--- src/rtl/core/tkn_pkg.sv ---
`timescale 1ns / 1ps
// ----------------------------------------------------------------------------
// tkn_pkg
// shared types, token codes and character helpers for the source tokenizer
// ----------------------------------------------------------------------------
package tkn_pkg;

  localparam int OFFSET_BITS = 24;
  localparam int LENGTH_BITS = 16;

  typedef logic [OFFSET_BITS-1:0] off_t;
  typedef logic [LENGTH_BITS-1:0] len_t;

  localparam off_t OFF_MAX = '1;
  localparam len_t LEN_MAX = '1;

  localparam int QUEUE_DEPTH = 4;
  localparam int QPTR_BITS   = $clog2(QUEUE_DEPTH);
  localparam int QLVL_BITS   = $clog2(QUEUE_DEPTH + 1);

  localparam logic [5:0] K_END    = 6'd0;
  localparam logic [5:0] K_LPAREN = 6'd1;
  localparam logic [5:0] K_RPAREN = 6'd2;
  localparam logic [5:0] K_LBRACE = 6'd3;
  localparam logic [5:0] K_RBRACE = 6'd4;
  localparam logic [5:0] K_LBRACK = 6'd5;
  localparam logic [5:0] K_RBRACK = 6'd6;
  localparam logic [5:0] K_COMMA  = 6'd7;
  localparam logic [5:0] K_SEMI   = 6'd8;
  localparam logic [5:0] K_COLON  = 6'd9;
  localparam logic [5:0] K_PLUS   = 6'd10;
  localparam logic [5:0] K_PLUSEQ = 6'd11;
  localparam logic [5:0] K_MINUS  = 6'd12;
  localparam logic [5:0] K_MINEQ  = 6'd13;
  localparam logic [5:0] K_STAR   = 6'd14;
  localparam logic [5:0] K_STAREQ = 6'd15;
  localparam logic [5:0] K_SLASH  = 6'd16;
  localparam logic [5:0] K_SLASHEQ = 6'd17;
  localparam logic [5:0] K_PERCENT = 6'd18;
  localparam logic [5:0] K_ASSIGN = 6'd19;
  localparam logic [5:0] K_EQ     = 6'd20;
  localparam logic [5:0] K_NOT    = 6'd21;
  localparam logic [5:0] K_NE     = 6'd22;
  localparam logic [5:0] K_LT     = 6'd23;
  localparam logic [5:0] K_LE     = 6'd24;
  localparam logic [5:0] K_GT     = 6'd25;
  localparam logic [5:0] K_GE     = 6'd26;
  localparam logic [5:0] K_ANDAND = 6'd27;
  localparam logic [5:0] K_OROR   = 6'd28;
  localparam logic [5:0] K_STRING = 6'd29;
  localparam logic [5:0] K_NUMBER = 6'd30;
  localparam logic [5:0] K_FLOAT  = 6'd31;
  localparam logic [5:0] K_IDENT  = 6'd32;
  localparam logic [5:0] K_INT    = 6'd33;
  localparam logic [5:0] K_CHAR   = 6'd34;
  localparam logic [5:0] K_VOID   = 6'd35;
  localparam logic [5:0] K_IF     = 6'd36;
  localparam logic [5:0] K_ELSE   = 6'd37;
  localparam logic [5:0] K_WHILE  = 6'd38;
  localparam logic [5:0] K_FOR    = 6'd39;
  localparam logic [5:0] K_RETURN = 6'd40;
  localparam logic [5:0] K_PRINT  = 6'd41;
  localparam logic [5:0] K_READ   = 6'd42;

  localparam logic [47:0] KW_INT    = 48'h0000_0069_6e74;
  localparam logic [47:0] KW_FLOAT  = 48'h0066_6c6f_6174;
  localparam logic [47:0] KW_CHAR   = 48'h0000_6368_6172;
  localparam logic [47:0] KW_VOID   = 48'h0000_766f_6964;
  localparam logic [47:0] KW_IF     = 48'h0000_0000_6966;
  localparam logic [47:0] KW_ELSE   = 48'h0000_656c_7365;
  localparam logic [47:0] KW_WHILE  = 48'h0077_6869_6c65;
  localparam logic [47:0] KW_FOR    = 48'h0000_0066_6f72;
  localparam logic [47:0] KW_RETURN = 48'h7265_7475_726e;
  localparam logic [47:0] KW_PRINT  = 48'h0070_7269_6e74;
  localparam logic [47:0] KW_READ   = 48'h0000_7265_6164;

  localparam logic [7:0] CH_NL    = 8'h0a;
  localparam logic [7:0] CH_QUOTE = 8'h22;
  localparam logic [7:0] CH_DOT   = 8'h2e;
  localparam logic [7:0] CH_UNDER = 8'h5f;
  localparam logic [7:0] CH_EQ    = 8'h3d;
  localparam logic [7:0] CH_AMP   = 8'h26;
  localparam logic [7:0] CH_BAR   = 8'h7c;

  typedef struct packed {
    logic       action;
    logic [7:0] char_byte;
  } char_word_t;

  typedef struct packed {
    logic [5:0]  token_kind;
    logic [23:0] start_offset;
    logic [15:0] lexeme_length;
    logic [23:0] line_number;
    logic        error;
    logic        last_result;
  } token_word_t;

  typedef struct packed {
    logic [1:0]  count;
    token_word_t r0;
    token_word_t r1;
  } scan_res_t;

  typedef struct packed {
    logic                 room;
    logic [QLVL_BITS-1:0] level;
  } queue_stat_t;

  function automatic logic is_digit(logic [7:0] c);
    return c inside {["0":"9"]};
  endfunction

  function automatic logic is_alpha(logic [7:0] c);
    return c inside {["a":"z"], ["A":"Z"]};
  endfunction

  function automatic logic [23:0] off_out(off_t v);
    logic [31:0] w;
    w = 32'(v);
    return w[23:0];
  endfunction

  function automatic logic [15:0] len_out(len_t v);
    logic [31:0] w;
    w = 32'(v);
    return w[15:0];
  endfunction

  function automatic off_t off_inc(off_t v);
    return (v == OFF_MAX) ? v : v + off_t'(1);
  endfunction

  function automatic len_t len_inc(len_t v);
    return (v == LEN_MAX) ? v : v + len_t'(1);
  endfunction

  function automatic len_t len_inc2(len_t v);
    return (v >= LEN_MAX - len_t'(1)) ? LEN_MAX : v + len_t'(2);
  endfunction

  function automatic logic [5:0] keyword_kind(logic [47:0] kbuf);
    logic [5:0] k;
    case (kbuf)
      KW_INT:    k = K_INT;
      KW_FLOAT:  k = K_FLOAT;
      KW_CHAR:   k = K_CHAR;
      KW_VOID:   k = K_VOID;
      KW_IF:     k = K_IF;
      KW_ELSE:   k = K_ELSE;
      KW_WHILE:  k = K_WHILE;
      KW_FOR:    k = K_FOR;
      KW_RETURN: k = K_RETURN;
      KW_PRINT:  k = K_PRINT;
      KW_READ:   k = K_READ;
      default:   k = K_IDENT;
    endcase
    return k;
  endfunction

  function automatic logic [5:0] punct_kind(logic [7:0] c);
    logic [5:0] k;
    case (c)
      "(":     k = K_LPAREN;
      ")":     k = K_RPAREN;
      "{":     k = K_LBRACE;
      "}":     k = K_RBRACE;
      "[":     k = K_LBRACK;
      "]":     k = K_RBRACK;
      ",":     k = K_COMMA;
      ";":     k = K_SEMI;
      ":":     k = K_COLON;
      "%":     k = K_PERCENT;
      default: k = K_END;
    endcase
    return k;
  endfunction

  function automatic logic is_op_start(logic [7:0] c);
    return c inside {"+", "-", "*", "/", "=", "!", "<", ">", "&", "|"};
  endfunction

  // single-character kind, K_END for a lone & or |
  function automatic logic [5:0] op_one(logic [7:0] p);
    logic [5:0] k;
    case (p)
      "+":     k = K_PLUS;
      "-":     k = K_MINUS;
      "*":     k = K_STAR;
      "/":     k = K_SLASH;
      "=":     k = K_ASSIGN;
      "!":     k = K_NOT;
      "<":     k = K_LT;
      ">":     k = K_GT;
      default: k = K_END;
    endcase
    return k;
  endfunction

  function automatic logic [5:0] op_two(logic [7:0] p);
    logic [5:0] k;
    case (p)
      "+":     k = K_PLUSEQ;
      "-":     k = K_MINEQ;
      "*":     k = K_STAREQ;
      "/":     k = K_SLASHEQ;
      "=":     k = K_EQ;
      "!":     k = K_NE;
      "<":     k = K_LE;
      ">":     k = K_GE;
      "&":     k = K_ANDAND;
      default: k = K_OROR;
    endcase
    return k;
  endfunction

  function automatic logic [7:0] op_second(logic [7:0] p);
    logic [7:0] s;
    case (p)
      "&":     s = CH_AMP;
      "+", "-", "*", "/", "=", "!", "<", ">": s = CH_EQ;
      default: s = CH_BAR;
    endcase
    return s;
  endfunction

endpackage

--- src/rtl/core/tkn_scan.sv ---
`timescale 1ns / 1ps
// ----------------------------------------------------------------------------
// tkn_scan
// scanner state and per-byte decision logic, up to two tokens per word
// ----------------------------------------------------------------------------
module tkn_scan (
  input  logic                clk,
  input  logic                rst,
  input  logic                accept,
  input  tkn_pkg::char_word_t word,
  output tkn_pkg::scan_res_t  res
);
  import tkn_pkg::*;

  typedef enum logic [2:0] {
    M_IDLE   = 3'd0,
    M_IDENT  = 3'd1,
    M_NUM    = 3'd2,
    M_NUMDOT = 3'd3,
    M_FLOAT  = 3'd4,
    M_STR    = 3'd5,
    M_OP     = 3'd6
  } mode_t;

  mode_t       mode, mode_next;
  logic [7:0]  pending, pending_next;
  off_t        position, position_next;
  off_t        line, line_next;
  off_t        tstart, tstart_next;
  len_t        tlen, tlen_next;
  logic [47:0] kbuf, kbuf_next;

  function automatic token_word_t mk(logic [5:0] k, off_t s, len_t l, logic e, off_t ln);
    token_word_t t;
    t.token_kind    = k;
    t.start_offset  = off_out(s);
    t.lexeme_length = len_out(l);
    t.line_number   = off_out(ln);
    t.error         = e;
    t.last_result   = 1'b0;
    return t;
  endfunction

  always_comb begin
    logic [7:0]  c;
    logic        f_valid;
    logic [5:0]  f_kind;
    len_t        f_len;
    logic        do_flush;
    logic        do_idle;
    logic        first_valid;
    token_word_t first_tok;
    logic        second_valid;
    token_word_t second_tok;
    logic [5:0]  pk;

    c             = word.char_byte;
    mode_next     = mode;
    pending_next  = pending;
    position_next = position;
    line_next     = line;
    tstart_next   = tstart;
    tlen_next     = tlen;
    kbuf_next     = kbuf;
    do_flush      = 1'b0;
    do_idle       = 1'b0;
    first_valid   = 1'b0;
    first_tok     = '0;
    second_valid  = 1'b0;
    second_tok    = '0;
    pk            = K_END;
    res           = '0;

    // token held in the scanner, if the current word ends it
    f_valid = 1'b1;
    f_len   = tlen;
    case (mode)
      M_IDENT:  f_kind = (tlen > len_t'(6)) ? K_IDENT : keyword_kind(kbuf);
      M_NUM,
      M_NUMDOT: f_kind = K_NUMBER;
      M_FLOAT:  f_kind = K_FLOAT;
      M_OP: begin
        f_kind  = op_one(pending);
        f_len   = len_t'(1);
        f_valid = (f_kind != K_END);
      end
      default: begin
        f_kind  = K_END;
        f_valid = 1'b0;
      end
    endcase

    if (word.action) begin
      if (mode == M_STR) begin
        first_valid = 1'b1;
        first_tok   = mk(K_END, tstart, tlen, 1'b1, line);
      end else begin
        first_valid  = f_valid;
        first_tok    = mk(f_kind, tstart, f_len, 1'b0, line);
        second_valid = 1'b1;
        second_tok   = mk(K_END, position, '0, 1'b0, line);
      end
      mode_next     = M_IDLE;
      pending_next  = '0;
      position_next = '0;
      line_next     = off_t'(1);
      tstart_next   = '0;
      tlen_next     = '0;
      kbuf_next     = '0;
    end else begin
      position_next = off_inc(position);
      case (mode)
        M_IDENT: begin
          if (is_alpha(c) || is_digit(c) || c == CH_UNDER) begin
            if (tlen < len_t'(6)) kbuf_next = {kbuf[39:0], c};
            tlen_next = len_inc(tlen);
          end else begin
            do_flush = 1'b1;
          end
        end
        M_NUM: begin
          if (is_digit(c)) begin
            tlen_next = len_inc(tlen);
          end else if (c == CH_DOT) begin
            mode_next = M_NUMDOT;
          end else begin
            do_flush = 1'b1;
          end
        end
        M_NUMDOT: begin
          if (is_digit(c)) begin
            mode_next = M_FLOAT;
            tlen_next = len_inc2(tlen);
          end else begin
            do_flush = 1'b1;
          end
        end
        M_FLOAT: begin
          if (is_digit(c)) begin
            tlen_next = len_inc(tlen);
          end else begin
            do_flush = 1'b1;
          end
        end
        M_STR: begin
          if (c == CH_QUOTE) begin
            first_valid = 1'b1;
            first_tok   = mk(K_STRING, tstart, tlen, 1'b0, line);
            mode_next   = M_IDLE;
          end else begin
            if (c == CH_NL) line_next = off_inc(line);
            tlen_next = len_inc(tlen);
          end
        end
        M_OP: begin
          if (c == op_second(pending)) begin
            first_valid = 1'b1;
            first_tok   = mk(op_two(pending), tstart, len_t'(2), 1'b0, line);
            mode_next   = M_IDLE;
          end else begin
            do_flush = 1'b1;
          end
        end
        default: do_idle = 1'b1;
      endcase

      if (do_flush) begin
        first_valid = f_valid;
        first_tok   = mk(f_kind, tstart, f_len, 1'b0, line);
        do_idle     = 1'b1;
      end

      if (do_idle) begin
        pk        = punct_kind(c);
        mode_next = M_IDLE;
        if (pk != K_END) begin
          second_valid = 1'b1;
          second_tok   = mk(pk, position, len_t'(1), 1'b0, line);
        end else if (is_op_start(c)) begin
          mode_next    = M_OP;
          pending_next = c;
          tstart_next  = position;
          tlen_next    = len_t'(1);
        end else if (c == CH_QUOTE) begin
          mode_next   = M_STR;
          tstart_next = off_inc(position);
          tlen_next   = '0;
        end else if (c == CH_NL) begin
          line_next = off_inc(line);
        end else if (is_digit(c)) begin
          mode_next   = M_NUM;
          tstart_next = position;
          tlen_next   = len_t'(1);
        end else if (is_alpha(c) || c == CH_UNDER) begin
          mode_next   = M_IDENT;
          tstart_next = position;
          tlen_next   = len_t'(1);
          kbuf_next   = {40'd0, c};
        end
      end
    end

    if (accept) begin
      if (first_valid) begin
        res.r0 = first_tok;
        res.r1 = second_tok;
        res.count = second_valid ? 2'd2 : 2'd1;
        if (second_valid) res.r1.last_result = 1'b1;
        else res.r0.last_result = 1'b1;
      end else if (second_valid) begin
        res.r0 = second_tok;
        res.r0.last_result = 1'b1;
        res.count = 2'd1;
      end
    end
  end

  always_ff @(posedge clk) begin
    if (rst) begin
      mode     <= M_IDLE;
      pending  <= '0;
      position <= '0;
      line     <= off_t'(1);
      tstart   <= '0;
      tlen     <= '0;
      kbuf     <= '0;
    end else if (accept) begin
      mode     <= mode_next;
      pending  <= pending_next;
      position <= position_next;
      line     <= line_next;
      tstart   <= tstart_next;
      tlen     <= tlen_next;
      kbuf     <= kbuf_next;
    end
  end

endmodule

--- src/rtl/core/tkn_queue.sv ---
`timescale 1ns / 1ps
// ----------------------------------------------------------------------------
// tkn_queue
// small result queue, takes up to two tokens a cycle and hands out one while token_ready is high
// ----------------------------------------------------------------------------
module tkn_queue (
  input  logic                 clk,
  input  logic                 rst,
  input  tkn_pkg::scan_res_t   res,
  output logic                 token_valid,
  input  logic                 token_ready,
  output tkn_pkg::token_word_t token_data,
  output tkn_pkg::queue_stat_t stat
);
  import tkn_pkg::*;

  typedef logic [QPTR_BITS-1:0] ptr_t;
  typedef logic [QLVL_BITS-1:0] lvl_t;

  token_word_t mem [QUEUE_DEPTH];
  ptr_t        wr_ptr;
  ptr_t        rd_ptr;
  lvl_t        level;
  logic        pop;
  ptr_t        wr_ptr1;

  assign pop         = token_valid && token_ready;
  assign token_valid = (level != '0);
  assign token_data  = mem[rd_ptr];
  assign wr_ptr1     = wr_ptr + ptr_t'(1);
  assign stat.room   = (level <= lvl_t'(QUEUE_DEPTH - 2));
  assign stat.level  = level;

  always_ff @(posedge clk) begin
    if (res.count != 2'd0) mem[wr_ptr] <= res.r0;
    if (res.count == 2'd2) mem[wr_ptr1] <= res.r1;
  end

  always_ff @(posedge clk) begin
    if (rst) begin
      wr_ptr <= '0;
      rd_ptr <= '0;
      level  <= '0;
    end else begin
      wr_ptr <= wr_ptr + ptr_t'(res.count);
      rd_ptr <= rd_ptr + ptr_t'(pop);
      level  <= level + lvl_t'(res.count) - lvl_t'(pop);
    end
  end

endmodule

--- src/rtl/core/source_tokenizer.sv ---
`timescale 1ns / 1ps
// ----------------------------------------------------------------------------
// source_tokenizer
// streaming lexer for a small c-like language, one source byte per word
// ----------------------------------------------------------------------------
// char channel: one word per source byte (action 0) or end of source (action 1)
// token channel: one word per token with kind, start offset, length, line,
//   error flag and a flag on the last token caused by a char word
// order: the tokens of a char word are registered into the result queue when
//   the word is taken and leave it in order; a second token from the same word
//   follows the first
// throughput: one char word per cycle while tokens drain at the same pace;
//   a word can give two tokens, so a four-entry result queue absorbs bursts
//   and char_ready drops while it holds more than two tokens
// reset: scanner returns to idle at offset 0, line 1 and the queue empties;
//   the scanner alone does the same after every end-of-source word
// stall: a held token_ready fills the queue, then char_ready goes low; no
//   token is lost or repeated
// ----------------------------------------------------------------------------
module source_tokenizer (
  input  logic                 clk,
  input  logic                 rst,
  input  logic                 char_valid,
  output logic                 char_ready,
  input  tkn_pkg::char_word_t  char_data,
  output logic                 token_valid,
  input  logic                 token_ready,
  output tkn_pkg::token_word_t token_data
);
  import tkn_pkg::*;

  scan_res_t   res;
  queue_stat_t stat;
  logic        accept;

  assign char_ready = stat.room;
  assign accept     = char_valid && char_ready;

  tkn_scan u_scan (
    .clk    (clk),
    .rst    (rst),
    .accept (accept),
    .word   (char_data),
    .res    (res)
  );

  tkn_queue u_queue (
    .clk         (clk),
    .rst         (rst),
    .res         (res),
    .token_valid (token_valid),
    .token_ready (token_ready),
    .token_data  (token_data),
    .stat        (stat)
  );

`ifndef NO_ASSERTIONS
  a_push_needs_accept: assert property (@(posedge clk) disable iff (rst)
    res.count != 2'd0 |-> accept)
    else $error("tokens produced without an accepted word");

  a_level_bound: assert property (@(posedge clk) disable iff (rst)
    stat.level <= QLVL_BITS'(QUEUE_DEPTH))
    else $error("result queue overflow");

  a_empty_after_reset: assert property (@(posedge clk)
    $past(rst) |-> !token_valid)
    else $error("token offered right after reset");

  a_end_is_last: assert property (@(posedge clk) disable iff (rst)
    token_valid && token_data.token_kind == K_END && !token_data.error
      |-> token_data.last_result && token_data.lexeme_length == 16'd0)
    else $error("end token not last or with length");
`endif

endmodule
--- config.mk ---
export PLATFORM = sky130hd
export DESIGN_NAME = source_tokenizer
export DESIGN_NICKNAME = d
export VERILOG_FILES = /design/src/rtl/core/tkn_pkg.sv /design/src/rtl/core/tkn_scan.sv /design/src/rtl/core/tkn_queue.sv /design/src/rtl/core/source_tokenizer.sv
export SDC_FILE = /design/constraint.sdc
export NUM_CORES = 1
export LEC_CHECK = 0
export BUFFER_PORTS_ARGS = -buffer_cell sky130_fd_sc_hd__buf_4
export CAP_MARGIN = 20
export CORE_ASPECT_RATIO = 0.8
export CORE_UTILIZATION = 48
export DETAILED_ROUTE_END_ITERATION = 7
export SYNTH_ARGS = -nofsm -noshare
export SYNTH_HDL_FRONTEND = slang
export SYNTH_SLANG_ARGS = --single-unit
--- constraint.sdc ---
create_clock -name clk -period 5.6 [get_ports clk]
set_clock_uncertainty 0.05 [all_clocks]
set_input_delay 0.28 -clock clk [delete_from_list [all_inputs] [get_ports clk]]
set_output_delay 0.28 -clock clk [all_outputs]
set_load 0.005 [all_outputs]
# Word level (Yosys, flattened, before mapping)

Memories as Yosys holds them, arrays and structs flattened. A register that Yosys moved wholly into a read port is not among the register bits.
Index checks and enable logic that the tools add are counted.

Logic and storage cells: 239
Bits of input ports: 13
Output and inout bits: 74
Register bits: 154
Memories: 1
Memory bits (writable): 288

Add/subtract/negate cells: 9
Reduce and logical (&&, ||, !) cells: 27
Eq/ne operators: 62
Order comparisons: 10
Muxes and demuxes: 120

Memories:

| memory      | depth | bits a word | read ports | clocked after memory_dff | write ports | line            | text |
|---|---|---|---|---|---|---|---|
| u_queue.mem | 4     | 72          | 1          | 1                        | 2           | tkn_queue.sv:20 | `token_word_t mem [QUEUE_DEPTH];` |

Operators by type and width:

| operator                                                                | count |
|---|---|
| 72-bit 2-to-1 mux                                                       | 8 |
| 48-bit 2-to-1 mux                                                       | 11 |
| 24-bit 2-to-1 mux                                                       | 20 |
| 16-bit 2-to-1 mux                                                       | 15 |
| 8-bit by 6-bit equality test with 1-bit output, second input constant   | 26 |
| 48-bit by 31-bit equality test with 1-bit output, second input constant | 4 |
| 146-bit 2-to-1 mux                                                      | 1 |
| 48-bit by 39-bit equality test with 1-bit output, second input constant | 3 |
| 72-bit one-hot mux with 2 select lines                                  | 1 |
| 48-bit by 23-bit equality test with 1-bit output, second input constant | 2 |
| 74-bit 2-to-1 mux                                                       | 1 |
| 73-bit 2-to-1 mux                                                       | 1 |
| 71-bit 2-to-1 mux                                                       | 1 |
| 66-bit 2-to-1 mux                                                       | 1 |
| 6-bit one-hot mux with 11 select lines                                  | 1 |
| 16-bit one-hot mux with 4 select lines                                  | 1 |
| 5-bit one-hot mux with 10 select lines                                  | 1 |
| 24-bit by 1-bit adder with 24-bit output, second input constant         | 2 |
| 24-bit equality test, second input constant                             | 2 |
| 48-bit by 15-bit equality test with 1-bit output, second input constant | 1 |
| 48-bit by 47-bit equality test with 1-bit output, second input constant | 1 |
| 8-bit by 7-bit equality test with 1-bit output, second input constant   | 6 |
| 8-bit 2-to-1 mux                                                        | 6 |
| 5-bit one-hot mux with 9 select lines                                   | 1 |
| other kinds (50)                                                        | 111 |

# Logic depth before layout (Yosys ltp)

Gate-level depths: netlist of the first run.

Depth after elaboration: 23
Depth in mapped cells: 18

# Hierarchy

Synthesis of the first run repeated with hierarchy kept, for this count alone.

Cells, all modules: 2222
Area total of the unflattened synthesis: 25962.4 sq um

Modules (own cells, without submodules):

| module           | area each (sq um) | cells each | sequential area each (sq um) | instances |
|---|---|---|---|---|
| tkn_queue        | 14950.6           | 745        | 8788.4                       | 1 |
| tkn_scan         | 11005.6           | 1476       | 2942.8                       | 1 |
| source_tokenizer | 6.3               | 1          | 0.0                          | 1 |

# Worst setup path after synthesis of the first run

No wires, ideal clock.

Path kind: reg2reg
Start: reg u_scan.pending[1]
End: mem u_queue.mem[1][0] (netlist bit) (enable)
Stages on the path, launching flop included: 15
Data required time: 5141 ps
Setup time: 409 ps
Arrival time: 4643 ps
Path slack: 498 ps
Cells stage by stage: dfxtp_1 clkbuf_1 nor4b_1 o31ai_1 a211o_1 a21oi_2 o211ai_1 a22oi_2 inv_1 ha_1 clkbuf_2 nor4_1 nor2_1 clkbuf_1 inv_1

RTL lines:

| element                | line            | text |
|---|---|---|
| start, declared        | tkn_scan.sv:26  | `logic [7:0] pending, pending_next;` |
| start signal, assigned | tkn_scan.sv:229 | `pending <= pending_next;` |
| end, declared          | tkn_queue.sv:20 |  |

==> metrics.csv, run 1 <==
stage,metric,value,unit
worst_setup_path,FF-to-FF Start,u_scan.pending[0],
routing,total iterations of the first detailed-routing run,5,
logic_synthesis,syn avg cell area,10.66,um2
power_and_ir_drop,Pwr Total,8.023,mW
routing,Initial DRC Count,2018,
clocking,post-cts resize count,0,
placed_design,dpl ws,0.9278,ns
logic_synthesis,Unique masters post-synth,89,
global_route,initial antenna violation count,0,
clocking,"Reg clk slew, reported paths",0.06,ns
timing,"Setup violations, final",0,
clocking,clk buf depth,3,
clocking,# clock sinks,442,
timing,fmax,207.7,MHz
worst_setup_path,Setup crit end kind,register,
logic_synthesis,YS warnings,0,
routing,number of vias per cell,6.499,
logic_synthesis,#FFs+latches synth,442,
layout,fraction of layout cells with a size suffix above 1,0.1590,
layout,Finished Layout Cells,2788,
timing,Hold WS,0.02399,ns
floorplan,die area,0.04821,mm2
clocking,Post-CTS Setup Inserts,0,
layout,diodes inserted,0,
floorplan,# rows,70,
global_route,largest net degree at the start of global routing,71,
clocking,worst skew pair latency,0.59,ns
global_route,vias in the first global route,17270,
routing,DR vias,18120,
clocking,CTS root buf,clkbuf_16,
global_route,GR Util All Layers,0.2765,
logic_synthesis,number of synthesized flops with an enable pin,220,
placed_design,hpwl dp,42.50,mm
global_route,global-route wire length before repair,103.3,mm
timing,Fin. Hold Viols,0,
timing,crit path time final,4.815,ns
timing,Slew headroom,0.2995,
layout,area growth from synthesis to layout,11.51,%
clocking,number of buffers created by CTS,45,
routing,DR DRC count,0,
worst_setup_path,Worst setup SP type,input pin,
global_route,global route overflow,0,
logic_synthesis,area of the mapped netlist,0.02272,mm2
logic_synthesis,Most used DFF post-synth,dfxtp_1,
power_and_ir_drop,Cell Pwr Density,316.7,mW/mm2
clocking,CTS tree,yes,
placed_design,I/O Buffers,86,
logic_synthesis,syn_nets,2156,
timing,Final Cycle Share,0.8599,
routing,DRT antenna net count,0,
worst_setup_path,Reg-to-Reg End,u_queue.mem[1][60],
routing,wire length per cell,23.88,um
floorplan,Initial Util,0.4922,
timing,setup ws final,0.7847,ns
worst_setup_path,R2R depth,14,
layout,most frequent cells in the layout,"dfxtp_1 (220), edfxtp_1 (220), a22o_1 (209)",
worst_setup_path,Worst setup endpoint,u_queue.mem[3][19],
routing,drt total wl,66.59,mm
power_and_ir_drop,Pleak,8.783,nW
floorplan,height of the die,196.6,um
placed_design,gpl congestion,0.9566,
timing,Slew @ Worst Pin,1.047,ns
placed_design,Cells after DPL,2700,
worst_setup_path,Reg2Reg Setup Slack,0.83,ns
logic_synthesis,sequential fraction of the synthesis area,0.4864,
floorplan,die width,245.2,um
timing,final max-slew violation count,0,
layout,fin nets,2165,
floorplan,core area,0.04616,mm2
worst_setup_path,worst setup path class,input pin to register,
timing,Post-Route Setup TNS,0,ns
logic_synthesis,Post-synth ARST share,0,
timing,unrepaired setup endpoints after global routing,false,
floorplan,boundary pin count,87,
status,status,finished clean,
flow_run,MaxCap Viol Count,0,
power_and_ir_drop,Peak supply drop,0.2119,mV
hold_path,worst min-delay path category,input pin to register,
worst_setup_path,worst endpoint required time,5.81,ns
clocking,"Hold-fix buffers, CTS",5,
clocking,CTS H-tree depth,2,
logic_synthesis,Mapped Cells,2131,
worst_setup_path,CP arrival,5.03,ns
worst_setup_path,Crit Path Max Fanout,21,
worst_setup_path,crit path launch,char_data[6],
[how the worst min path moves through the flow]
stage	start	end	slack [ns]	cells after the start
after floorplan	char_data[5]	u_scan.kbuf[5]	0.36	1
after global placement	u_queue.mem[3][71]	u_queue.mem[3][71]	0.38	2
after detailed placement	u_queue.mem[3][71]	u_queue.mem[3][71]	0.39	2
after CTS	char_data[1]	u_scan.kbuf[1]	0.002	2
after global routing	char_data[0]	u_scan.pending[0]	0.03	2
final	char_data[0]	u_scan.pending[0]	0.02	2
[worst max-delay path, cell delays in order]
cell and delay (ns):
dlygate4sd3_1 0.58, buf_4 0.20, nor4bb_1 0.59, and2_1 0.34, a211oi_4 0.10, a221oi_2 0.33
or4b_4 0.39, clkinv_2 0.27, ha_1 0.48, o21ai_0 0.23, nor2_1 0.28, nor2_1 0.11
inv_2 0.46, buf_4 0.36
[state kept, by name, summed over array words and instances (netlist names)]
register         flops
u_scan.tlen         16
u_queue.mem        288
u_queue.rd_ptr       2
u_scan.position     24
u_queue.wr_ptr       2
u_queue.level        3
u_scan.mode          3
u_scan.line         24
u_scan.kbuf         48
u_scan.pending       8
u_scan.tstart       24
[cells in the mapped netlist, types with 13 or more instances]
library cell	number	share of area
xnor2_1	23	0.0089
nand2b_1	28	0.0077
and2_1	121	0.033
edfxtp_1	220	0.29
or3_1	18	0.0050
o2bb2ai_1	14	0.0054
nand4b_1	13	0.0050
buf_4	14	0.0046
inv_1	28	0.0046
nor2b_1	17	0.0047
nand2_1	142	0.023
nand4_1	41	0.011
a31oi_1	27	0.0074
a22o_1	209	0.081
o22ai_1	17	0.0047
dfxtp_1	222	0.20
nand3_1	49	0.011
nor2_1	132	0.022
mux4_2	72	0.071
and3_1	21	0.0058
o21ai_0	96	0.021
mux2i_1	22	0.0097
nor3_1	38	0.0084
a21oi_1	89	0.020
xor2_1	17	0.0066
clkbuf_1	127	0.021
nor4_1	42	0.012
buf_2	32	0.0070
[area by class of cell]
type	instances	area, um2
Clock buffer	57	1222
Clock inverter	26	201.4
Fill cell	4075	20830
Inverter	29	110.1
Multi-Input combinational cell	1474	10780
Sequential cell	442	11060
Tap cell	612	765.7
Timing Repair Buffer	148	1194
[per-layer routing]
layer / vias to the layer above / GRT usage / wire [um] / share of wire
met5: - / 0 / 0 / 0
met4: 0 / 0.07847 / 1416 / 0.021
met3: 99 / 0.04575 / 5212 / 0.078
met2: 811 / 0.4137 / 29440 / 0.44
met1: 8981 / 0.4110 / 30520 / 0.46
li1: 8229 / - / - / -
[logic make-up (layout without fill, tap and decap cells)]
logic type | Yosys count | after routing | share of synthesized area
xor+xnor | 40 | 40 | 0.01542
flops | 442 | 442 | 0.4864
simple gates | 748 | 748 | 0.1816
compound gates | 577 | 577 | 0.1873
fa+ha+maj | 12 | 12 | 0.006939
mux | 97 | 97 | 0.08256
buf+inv | 215 | 260 | 0.03971
[report_power, final]
group	leakage [nW]	switching [mW]	internal [mW]	total (mW)
sequential	4.05	0.0743	3.51	3.59
combinational	4.02	0.815	0.672	1.49
clock	0.711	1.30	1.65	2.95
total	8.78	2.19	5.83	8.02
[metrics by stage]
step           cell area, um2    util
3_5_place_dp            23860  0.5169
3_3_place_gp            23830  0.5163
6_report                25330  0.5488
4_1_cts                 25330  0.5488
5_1_grt                 25330  0.5488
2_1_floorplan           22720       -
No activity file was read; power rests on OpenSTA's default activity.
==> run 2, diff against run 1 <==
ABC_AREA = 1   (was default)
CORE_UTILIZATION = 33   (was 48)
==> run 2 against run 1 <==
Compared with the run above:
- area after synthesis rose by 29%
- clock-buffer cell count rose by 14
- maximum frequency rose by 8.5%
- sequential cell count did not move
- cell area rose by 27%
- critical path type is now register to register
- wire length rose by 59%
- setup slack improved by 0.38 ns
- hold slack improved by 0.054 ns
- combinational power rose by 130%
- critical path depth rose by 10
- register-to-register slack improved by 0.33 ns
==> metrics.csv, run 2 <==
stage,metric,value,unit
clocking,worst skew pair latency,0.64,ns
layout,"most common cell after layout, fill and taps aside",nand2_1,
layout,diodes inserted,0,
floorplan,Initial Util,0.3336,
floorplan,height of the die,268.4,um
global_route,global-route wire length before repair,164.8,mm
floorplan,core area,0.08775,mm2
placed_design,hpwl dp,64.83,mm
logic_synthesis,Post-synth ARST share,0,
clocking,"Reg clk slew, reported paths",0.07,ns
logic_synthesis,Most used DFF post-synth,dfxtp_1,
placed_design,gpl congestion,0.9473,
layout,area growth from synthesis to layout,10.05,%
layout,fill count,9384,
logic_synthesis,syn avg cell area,6.653,um2
logic_synthesis,area of the mapped netlist,0.02927,mm2
status,status,finished clean,
logic_synthesis,top-count cell post-synth,nand2_1,
timing,Slew @ Worst Pin,1.136,ns
layout,area of the multi-input gates,0.01548,mm2
routing,DR vias,30340,
routing,Initial DRC Count,3601,
routing,DRT antenna net count,0,
clocking,CTS H-tree depth,2,
routing,number of vias per cell,5.499,
power_and_ir_drop,Pleak,13.45,nW
layout,Seq. cell area,0.01106,mm2
power_and_ir_drop,Cell Pwr Density,321.3,mW/mm2
layout,most frequent cells in the layout,"nand2_1 (1,193), nor2_1 (475), nand3_1 (419)",
clocking,post-cts resize count,0,
logic_synthesis,Unique masters post-synth,56,
timing,final max-slew violation count,0,
logic_synthesis,Area contributors post-synth,"edfxtp_1 (23%), nand2_1 (15%), dfxtp_1 (15%)",
logic_synthesis,number of synthesized flops with an enable pin,220,
clocking,CTS tree,yes,
timing,Slew headroom,0.2428,
floorplan,boundary pin count,87,
logic_synthesis,YS warnings,0,
timing,unrepaired setup endpoints after global routing,false,
logic_synthesis,Post-synth top cells,"nand2_1 (1,199), nor2_1 (478), nand3_1 (419)",
logic_synthesis,syn_nets,4425,
timing,fmax,225.3,MHz
power_and_ir_drop,Peak supply drop,0.2513,mV
flow_run,MaxCap Viol Count,0,
logic_synthesis,sequential fraction of the synthesis area,0.3775,
logic_synthesis,Mapped Cells,4400,
worst_setup_path,CP arrival,4.86,ns
placed_design,I/O Buffers,86,
floorplan,die area,0.08990,mm2
worst_setup_path,worst setup path class,register to register,
layout,fin nets,4312,
routing,DR DRC count,0,
routing,drt total wl,106.0,mm
clocking,CTS root buf,clkbuf_16,
clocking,clk buf depth,3,
global_route,GR Util All Layers,0.2304,
power_and_ir_drop,Pwr Total,10.35,mW
timing,"Setup violations, final",0,
routing,wire length per cell,19.22,um
timing,Fin. Hold Viols,0,
logic_synthesis,#FFs+latches synth,442,
layout,Biggest register,u_queue.mem,
layout,fraction of layout cells with a size suffix above 1,0.07369,
global_route,vias in the first global route,27820,
floorplan,die width,335.0,um
layout,Largest register FFs,288,
global_route,largest net degree at the start of global routing,146,
worst_setup_path,Crit Path Max Fanout,41,
logic_synthesis,"area leader, netlist",edfxtp_1,
timing,Final Cycle Share,0.7926,
global_route,global route overflow,0,
clocking,# clock sinks,442,
floorplan,# rows,97,
layout,largest registers,"u_queue.mem: 288 flops, u_scan.kbuf: 48 flops",
timing,Post-Route Setup TNS,0,ns
routing,total iterations of the first detailed-routing run,8,
worst_setup_path,worst endpoint required time,6.02,ns
global_route,initial antenna violation count,1,
timing,crit path time final,4.439,ns
clocking,number of buffers created by CTS,50,
logic_synthesis,top cell type's share of synthesized area,0.2257,
worst_setup_path,Setup crit end kind,register,
worst_setup_path,Worst setup SP type,register,
hold_path,worst min-delay path category,input pin to register,
run 2: critical path, cell delays in order, from the launching register on:
cell and delay (ns):
dfxtp_1 0.41, inv_2 0.06, nor2_2 0.17, inv_2 0.06, nor2_2 0.11, buf_4 0.24
inv_2 0.13, nand2_1 0.08, o21ai_1 0.08, nand2_2 0.10, inv_2 0.07, nand3_4 0.28
inv_4 0.09, nand2_4 0.13, nand2_8 0.05, ha_1 0.30, inv_1 0.04, nor2_1 0.18
nor2_1 0.12, inv_1 0.10, nand2_1 0.14, inv_2 0.59, buf_12 0.38, nand4_1 0.15
nand2_1 0.12
run 2: area by class of cell:
cell class | count | area share
multi-input cells | 3296 | 0.4805
flip-flops and latches | 442 | 0.3432
well taps | 1188 | 0.04614
clock buffers | 71 | 0.04381
inverters | 355 | 0.04191
repair buffers | 142 | 0.03884
clock inverters | 23 | 0.005593
run 2: logic make-up after synthesis:
group / count (synthesis) / synth area share
DFF: 442 / 0.3775
AOI/OAI and AO/OA: 741 / 0.1332
and+or+nand+nor: 2498 / 0.3748
buffers and inverters: 662 / 0.09558
adders and majority gates: 12 / 0.005386
xor gates and xnor gates: 45 / 0.01346
run 2: power breakdown:
part,switching [mW],internal (mW)
clock,1.46,1.85
combinational,2.41,0.973
sequential,0.0882,3.57
run 2: per-layer routing:
metal | up-vias | part of all wire | track usage
li1 | 14580 | - | -
met1 | 14150 | 0.47 | 0.3422
met2 | 1444 | 0.42 | 0.3436
met3 | 162 | 0.095 | 0.03731
met4 | 0 | 0.020 | 0.05788
met5 | - | 0 | 0.001064
run 2: repair_timing:
action | in CTS | in global routing
hold buffers | 6 | 0
setup buffers | 0 | 0
hold endpoints to repair | 6 | 0
run 2: worst paths after layout:
kind	from	endpoint	slack, ns	depth (start not counted)
worst max-delay path	u_scan.mode[1]	u_queue.mem[0][19]	1.16	24
worst min-delay path	rst	u_queue.level[0]	0.08	2
worst max register to register	u_scan.mode[1]	u_queue.mem[0][19]	1.16	24
worst min register to register	u_queue.mem[1][38]	u_queue.mem[1][38]	0.40	2
run 2: metrics by stage:
step	setup slack, ns	instance area (um2)	utilization	std cells	hold WS (ns)
floorplan	0.6664	29270	-	4400	0.3709
global placement	1.224	30550	0.3481	5416	0.3877
detailed placement	1.150	30560	0.3483	5417	0.3850
CTS	1.198	32210	0.3671	5517	0.05203
global route	0.7552	32210	0.3671	5517	0.09679
finish	1.161	32210	0.3671	5517	0.07847
